## src/hdl/pfsb_pkg.sv

```systemverilog
// Package for the page-format sprite blitter: screen geometry, bank sizing,
// request codes and the per-request access plan shared by the decoder and the top level.
// Depends on nothing.
`default_nettype none

package pfsb_pkg;

   localparam int SCREEN_COLS  = 128;
   localparam int SCREEN_PAGES = 8;
   localparam int PAGE_BITS    = 8;

   localparam int NUM_BANKS  = 2;
   localparam int BANK_ROWS  = (SCREEN_PAGES + 1) / 2;
   localparam int BANK_DEPTH = BANK_ROWS * SCREEN_COLS;
   localparam int ADDR_W     = $clog2(BANK_DEPTH);

   localparam int CALC_W = 16;

   typedef enum logic {
      FUNC_DRAW = 1'b0,
      FUNC_READ = 1'b1
   } func_type;

   typedef enum logic [1:0] {
      ST_CLEAR,
      ST_IDLE,
      ST_WORK
   } state_type;

   typedef struct packed {
      logic                 en;
      logic [ADDR_W-1:0]    addr;
      logic [PAGE_BITS-1:0] bits;
   } bank_op_type;

   typedef struct packed {
      bank_op_type [NUM_BANKS-1:0] op;
      logic                        is_read;
      logic                        rd_ok;
      logic                        rd_bank;
   } plan_type;

endpackage

`default_nettype wire

```

## src/hdl/pfsb_decode.sv

```systemverilog
// Request decoder: works out clipping, page split and bank addresses of a request.
// Depends on pfsb_pkg.
`default_nettype none

module pfsb_decode (
   input  wire logic              func,
   input  wire logic signed [8:0] origin_x,
   input  wire logic signed [7:0] origin_y,
   input  wire logic [2:0]        src_page,
   input  wire logic [7:0]        src_col,
   input  wire logic [7:0]        pixel_bits,
   input  wire logic [2:0]        read_page,
   input  wire logic [6:0]        read_col,
   output pfsb_pkg::plan_type     plan
);

   localparam logic signed [pfsb_pkg::CALC_W-1:0] COLS_S =
      pfsb_pkg::CALC_W'(pfsb_pkg::SCREEN_COLS);
   localparam logic signed [pfsb_pkg::CALC_W-1:0] PAGES_S =
      pfsb_pkg::CALC_W'(pfsb_pkg::SCREEN_PAGES);
   localparam logic [pfsb_pkg::CALC_W-1:0] COLS_U = pfsb_pkg::CALC_W'(pfsb_pkg::SCREEN_COLS);
   localparam logic [pfsb_pkg::CALC_W-1:0] PAGES_U =
      pfsb_pkg::CALC_W'(pfsb_pkg::SCREEN_PAGES);

   logic signed [pfsb_pkg::CALC_W-1:0] col_s;
   logic signed [pfsb_pkg::CALC_W-1:0] page_a;
   logic signed [pfsb_pkg::CALC_W-1:0] page_b;
   logic                               col_ok;
   logic                               page_a_ok;
   logic                               page_b_ok;
   logic [2*pfsb_pkg::PAGE_BITS-1:0]   shifted;
   logic [pfsb_pkg::ADDR_W-1:0]        addr_a;
   logic [pfsb_pkg::ADDR_W-1:0]        addr_b;
   logic [pfsb_pkg::ADDR_W-1:0]        addr_r;
   logic                               is_draw;

   always_comb begin
      col_s  = pfsb_pkg::CALC_W'(origin_x) + pfsb_pkg::CALC_W'($signed({1'b0, src_col}));
      page_a = pfsb_pkg::CALC_W'(origin_y >>> 3) + pfsb_pkg::CALC_W'($signed({1'b0, src_page}));
      page_b = page_a + pfsb_pkg::CALC_W'(1);

      col_ok    = (col_s >= 0) && (col_s < COLS_S);
      page_a_ok = (page_a >= 0) && (page_a < PAGES_S);
      page_b_ok = (page_b >= 0) && (page_b < PAGES_S);

      shifted = {8'h00, pixel_bits} << origin_y[2:0];

      addr_a = pfsb_pkg::ADDR_W'(pfsb_pkg::CALC_W'(page_a[pfsb_pkg::CALC_W-1:1]) * COLS_U
                                 + $unsigned(col_s));
      addr_b = pfsb_pkg::ADDR_W'(pfsb_pkg::CALC_W'(page_b[pfsb_pkg::CALC_W-1:1]) * COLS_U
                                 + $unsigned(col_s));
      addr_r = pfsb_pkg::ADDR_W'(pfsb_pkg::CALC_W'(read_page[2:1]) * COLS_U
                                 + pfsb_pkg::CALC_W'(read_col));

      is_draw      = (func == pfsb_pkg::FUNC_DRAW);
      plan.is_read = (func == pfsb_pkg::FUNC_READ);
      plan.rd_bank = read_page[0];
      plan.rd_ok   = (pfsb_pkg::CALC_W'(read_page) < PAGES_U)
                     && (pfsb_pkg::CALC_W'(read_col) < COLS_U);

      // The first page lands in the bank of its parity and the spill page in the other one.
      for (int b = 0; b < pfsb_pkg::NUM_BANKS; b++) begin
         if (page_a[0] == 1'(b)) begin
            plan.op[b].en   = is_draw && col_ok && page_a_ok
                              && (shifted[pfsb_pkg::PAGE_BITS-1:0] != '0);
            plan.op[b].addr = addr_a;
            plan.op[b].bits = shifted[pfsb_pkg::PAGE_BITS-1:0];
         end else begin
            plan.op[b].en   = is_draw && col_ok && page_b_ok
                              && (shifted[2*pfsb_pkg::PAGE_BITS-1:pfsb_pkg::PAGE_BITS] != '0);
            plan.op[b].addr = addr_b;
            plan.op[b].bits = shifted[2*pfsb_pkg::PAGE_BITS-1:pfsb_pkg::PAGE_BITS];
         end
         if (plan.is_read && (read_page[0] == 1'(b))) begin
            plan.op[b].addr = addr_r;
         end
      end
   end

endmodule

`default_nettype wire

```

## config.mk

```make
export PLATFORM = sky130hd
export DESIGN_NAME = pfsb_decode
export DESIGN_NICKNAME = d
export VERILOG_FILES = /design/src/hdl/pfsb_pkg.sv /design/src/hdl/pfsb_decode.sv
export SDC_FILE = /design/constraint.sdc
export NUM_CORES = 1
export LEC_CHECK = 0
export BUFFER_PORTS_ARGS = -buffer_cell sky130_fd_sc_hd__buf_2
export CORE_UTILIZATION = 30
export DETAILED_ROUTE_END_ITERATION = 6
export PLACE_DENSITY_LB_ADDON = 0.05
export SLEW_MARGIN = 20
export SYNTH_ARGS = -nofsm -noshare
export SYNTH_HDL_FRONTEND = slang
export SYNTH_SLANG_ARGS = --single-unit
```

## constraint.sdc

```tcl
create_clock -name vclk -period 3.3
set_input_delay 0.33 -clock vclk [all_inputs]
set_output_delay 0.33 -clock vclk [all_outputs]
set_load 0.005 [all_outputs]
```

==> flow_summary.ini, run 1 <==
[run_status]
status = completed

[cells_and_area]
area_delta_synth_final_pct = 30.9
final_util_pct = 41.5
n_antenna_cell = 0
fin_nets = 350
seq_cells = 0
seq_area_um2 = 0
drive_gt1_share_pct = 38.9
nClkBuffers = 0

[floorplanning]
die_height_um = 73.3
die_w_um = 73.3
num_rows = 25
die_area_mm2 = 0.00537
core_mm2 = 0.00482
start_util_pct = 31.7
io_pins = 86

[min_path]
hp-start = read_page[0]
hold_path.class = in -> out

[grt]
grt_max_degree = 28
grt_pass1_wl_mm = 6.86
grtUsageTotal_pct = 15.1
overflow = 0
grt_pass1_vias = 1569
antenna_found_initial = 0

[yosys]
syn_area_mm2 = 0.00153
syn_inst = 212
ys_types = 47
syn_area_per_cell_um2 = 7.19
syn-num-nets = 275
yosysWarnings = 0
synth-seq-area-share_pct = 0

[critical_path]
crit_top_cell = buf_2
worstPathMaxFanout = 4
end_kind = output port
cp-start-kind = input port
crit_arrival_ns = 2.80
cp-startpoint = origin_x[1]
cp_num_buf_inv = 2
critical-path-top-delay-family = compound AO/OA/AOI/OAI gates
crit_chain = buf_2 > ha_1 > a211oi_1 > nor2_1 > o32ai_2 > xnor2_2 > ha_2 > xor2_2 > mux2i_1 > xor2_1 > o2bb2ai_1 > a211o_1 > buf_2
worst-setup-path-type = in -> out
cp_slowest_cell = o32ai_2
slowest_delay_ns = 0.32
cp_data_required_time_ns = 2.97

[placement]
port_buffers = 85
dp_hpwl_mm = 3.54
place.gp.congestion = 0.747

[sta]
setup_viol = 0
max_slew_margin_pct = 59.0
tightest_slew_ns = 0.606
timing.fmax_ghz = 0.319
finalCritPeriodShare_pct = 94.9
maxSlewViolCount = 0
hold_viol_final = 0
period_needed_ns = 3.13
rsz0062_at_grt = false
fin_setup_tns_ns = 0

[power]
switching_share_pct = 50.4
finalPower_mw = 0.452
vdd_drop_max_v = 0.000125
p_clk_share_pct = 0
p_int_mw = 0.224
switchingPower_mw = 0.228
p_seq_share_pct = 0
p_per_area_mw_per_mm2 = 226
cellLeakagePower_nw = 1.02
pwr-share-comb_pct = 100.0

[routing]
detail_route.vias_per_cell = 5.00
totalWireLength_mm = 4.21
vias = 1759
drc = 0
first_iter_violations = 73
wire_per_inst_um = 12.0
ant_nets = 0
first_pass_iters = 5

[clocking]
post_cts_resized = 0
postCtsHoldBufs = 0
post-cts-setup-buffer-count = 0

[job]
max_cap_violations = 0
==> metrics by stage <==
step / cells / instance area [µm²] / setup slack (ns) / hold WS [ns]
final: 352 / 2000 / 0.168 / 0.856
after detailed placement: 352 / 1980 / 0.101 / 0.856
after floorplan: 212 / 1530 / 0.550 / 0.741
after global placement: 352 / 1980 / 0.135 / 0.859
after global routing: 352 / 2000 / 0.00723 / 0.879
after CTS: 352 / 1980 / 0.0755 / 0.856
==> synth_stat cells, drive strengths merged (2+ instances only) <==
master / n / area share [%]
o21ai: 13 / 4.3
o211ai: 4 / 2.3
nand2: 19 / 4.7
xnor2: 8 / 4.6
clkbuf: 5 / 1.2
mux2: 16 / 12
mux2i: 20 / 13
a211oi: 4 / 2.0
or3: 2 / 0.82
nand3: 5 / 1.6
nor3: 2 / 0.66
a22oi: 3 / 1.5
ha: 14 / 11
a21o: 5 / 2.5
nor2: 27 / 6.6
a21oi: 15 / 4.9
xor2: 6 / 3.4
buf: 8 / 2.9
nand2b: 3 / 1.2
inv: 6 / 1.5
o21a: 5 / 2.5
fa: 2 / 2.6
a211o: 2 / 1.1
==> worst paths after layout <==
path              slack, ns  depth (start not counted)        to
setup / recovery       0.17                         13  plan[19]
hold / removal         0.86                          2   plan[0]
==> cell families (layout without fill, tap and decap cells) <==
family          Yosys count  in the layout  share of synthesized area, %
compound gates           63             63                          28.9
simple gates             63             63                          18.2
mux                      36             36                          24.9
buf+inv                  19             92                          5.58
fa+ha+maj                16             16                          14.1
xor+xnor                 14             14                          8.04
other cells               1              1                         0.246
==> power groups by stage <==
| stage | Combinational (mW) | Clock (mW) | Sequential, mW |
|---|---|---|---|
| finish | 0.452 | 0 | 0 |
| global route | 0.509 | 0 | 0 |
| CTS | 0.450 | 0 | 0 |
| detailed placement | 0.446 | 0 | 0 |
| global placement | 0.450 | 0 | 0 |
| floorplan | 0.301 | 0 | 0 |
==> routing by layer <==
| metal | share of wire [%] | wire, µm | track usage [%] | up-vias |
|---|---|---|---|---|
| met5 | 0 | 0 | 0 | - |
| met4 | 0.52 | 22 | 0.855 | 0 |
| met3 | 4.5 | 189 | 0.960 | 2 |
| met2 | 48 | 2020 | 27.8 | 43 |
| met1 | 47 | 1980 | 20.3 | 786 |
| li1 | - | - | - | 928 |
==> area by class of cell <==
class              instances  area, µm²
fillers                  570       2820
repair buffers            86        433
multi-input cells        193       1460
well taps                 67       83.8
inverters                  6       22.5
==> cells in the final DEF, fill, tap and decap left out, drive strengths merged, types with 2 or more instances in the layout <==
cell	synthesis	layout
nand2b	3	3
xor2	6	6
a22oi	3	3
o21ai	13	13
or3	2	2
inv	6	6
o211ai	4	4
nand3	5	5
a211oi	4	4
buf	8	86
mux2	16	16
fa	2	2
nor3	2	2
nor2	27	27
nand2	19	19
a211o	2	2
o21a	5	5
a21oi	15	15
mux2i	20	20
a21o	5	5
ha	14	14
xnor2	8	8
Power figures use the tool's default switching activity.
==> run 2, diff against run 1 <==
--- a/config.mk
+++ b/config.mk
@@ -6,6 +6,7 @@
 export NUM_CORES = 1
 export LEC_CHECK = 0
 export BUFFER_PORTS_ARGS = -buffer_cell sky130_fd_sc_hd__buf_2
+export CORE_ASPECT_RATIO = 0.5
 export CORE_UTILIZATION = 30
 export DETAILED_ROUTE_END_ITERATION = 6
 export PLACE_DENSITY_LB_ADDON = 0.05
==> run 2 against run 1 <==
Against the previous run: power about the same; worst setup slack improved by 0.074 ns; first-iteration DRC count decreased by 55%; worst hold slack got worse by 0.00051 ns; combinational power about the same; core utilization increased by 1.6 points; global-route usage decreased by 0.19 points; routed wire length decreased by 3.3%; cell count decreased by 0.28%; fmax increased by 2.4%; die area increased by 0.33%; non-clock buffer count unchanged; largest power group unchanged.
==> flow_summary.ini, run 2 (synthesis results as in run 1) <==
[routing]
detail_route.vias_per_cell = 5.04
vias = 1769
totalWireLength_mm = 4.07
ant_nets = 0
drc = 0
wire_per_inst_um = 11.6
first_iter_violations = 33
first_pass_iters = 4

[critical_path]
worstPathMaxFanout = 4
crit_top_cell = buf_2
cp-start-kind = input port
crit_chain = buf_2 > ha_1 > or3_1 > o32ai_2 > xnor2_2 > ha_2 > xor2_2 > mux2i_1 > xor2_1 > o2bb2ai_1 > a211o_1 > buf_2
critical-path-top-delay-family = compound AO/OA/AOI/OAI gates
cp_slowest_cell = or3_1
cp_num_buf_inv = 2
slowest_delay_ns = 0.39
cp_data_required_time_ns = 2.97
worst-setup-path-type = in -> out
crit_arrival_ns = 2.73
end_kind = output port

[floorplanning]
io_pins = 86
die_w_um = 103
num_rows = 17
start_util_pct = 32.9
die_area_mm2 = 0.00539
core_mm2 = 0.00464
die_height_um = 52.4

[sta]
timing.fmax_ghz = 0.327
period_needed_ns = 3.06
finalCritPeriodShare_pct = 92.7
tightest_slew_ns = 0.555
fin_setup_tns_ns = 0
hold_viol_final = 0
max_slew_margin_pct = 62.5
rsz0062_at_grt = false
maxSlewViolCount = 0
setup_viol = 0

[min_path]
hold_path.class = in -> out

[clocking]
post-cts-setup-buffer-count = 0
postCtsHoldBufs = 0

[job]
max_cap_violations = 0

[power]
p_seq_share_pct = 0
p_int_mw = 0.224
switching_share_pct = 50.5
p_per_area_mw_per_mm2 = 227
pwr-share-comb_pct = 100.0
finalPower_mw = 0.452
switchingPower_mw = 0.228
p_clk_share_pct = 0
cellLeakagePower_nw = 1.02
vdd_drop_max_v = 0.000102

[grt]
antenna_found_initial = 0
grt_pass1_vias = 1519
grt_pass1_wl_mm = 6.62
grt_max_degree = 28
overflow = 0
grtUsageTotal_pct = 15.0

[placement]
port_buffers = 85
place.gp.congestion = 0.744
placed_cell_area_mm2 = 0.00198
dp_hpwl_mm = 3.47

[cells_and_area]
area_delta_synth_final_pct = 30.8
n_antenna_cell = 0
fin_area_mm2 = 0.00200
drive_gt1_share_pct = 38.9
fin_nets = 350
layout.cells.most_common_list = buf_2 (85), nor2_1 (27), mux2i_1 (20), nand2_1 (19), mux2_2 (16)
seq_area_um2 = 0
layout_commonest_cell = buf_2
nClkBuffers = 0
seq_cells = 0
final_util_pct = 43.0

[run_status]
status = completed
==> run 2: repair_timing <==
item,CTS,global route
gates resized for setup,0,3
endpoints found under the hold margin,0,0
setup endpoints to repair,0,2
==> run 2: through the flow <==
| step | worst slack (ns) | hold WS [ns] | instances |
|---|---|---|---|
| CTS | 0.120 | 0.861 | 351 |
| finish | 0.242 | 0.856 | 351 |
| global placement | 0.199 | 0.859 | 351 |
| detailed placement | 0.138 | 0.861 | 351 |
| global route | 0.0147 | 0.866 | 351 |
| floorplan | 0.550 | 0.741 | 212 |
==> run 2: final cells by class <==
type	instances	area [µm²]
tap	66	82.6
inverter	6	22.5
multi-input combinational	193	1460
timing repair buffer	86	433
fill	516	2640
==> run 2: routing by layer <==
layer	share of wire [%]	GRT usage, %	vias up
met5	0	0	-
met4	0	0	0
met3	3.8	0.533	0
met2	45	28.7	40
met1	51	19.8	796
li1	-	-	933
==> run 2: path summary, 6_finish.rpt <==
check / start / endpoint / slack, ns / cells past startpoint
worst max-delay path: origin_x[4] / plan[19] / 0.24 / 12
worst min-delay path: read_page[0] / plan[0] / 0.86 / 2
==> run 2: power groups by stage <==
| stage | logic (mW) | clock network [mW] | registers (mW) |
|---|---|---|---|
| final | 0.452 | 0 | 0 |
| after global routing | 0.511 | 0 | 0 |
| after CTS | 0.449 | 0 | 0 |
| after detailed placement | 0.446 | 0 | 0 |
| after global placement | 0.445 | 0 | 0 |
| after floorplan | 0.301 | 0 | 0 |
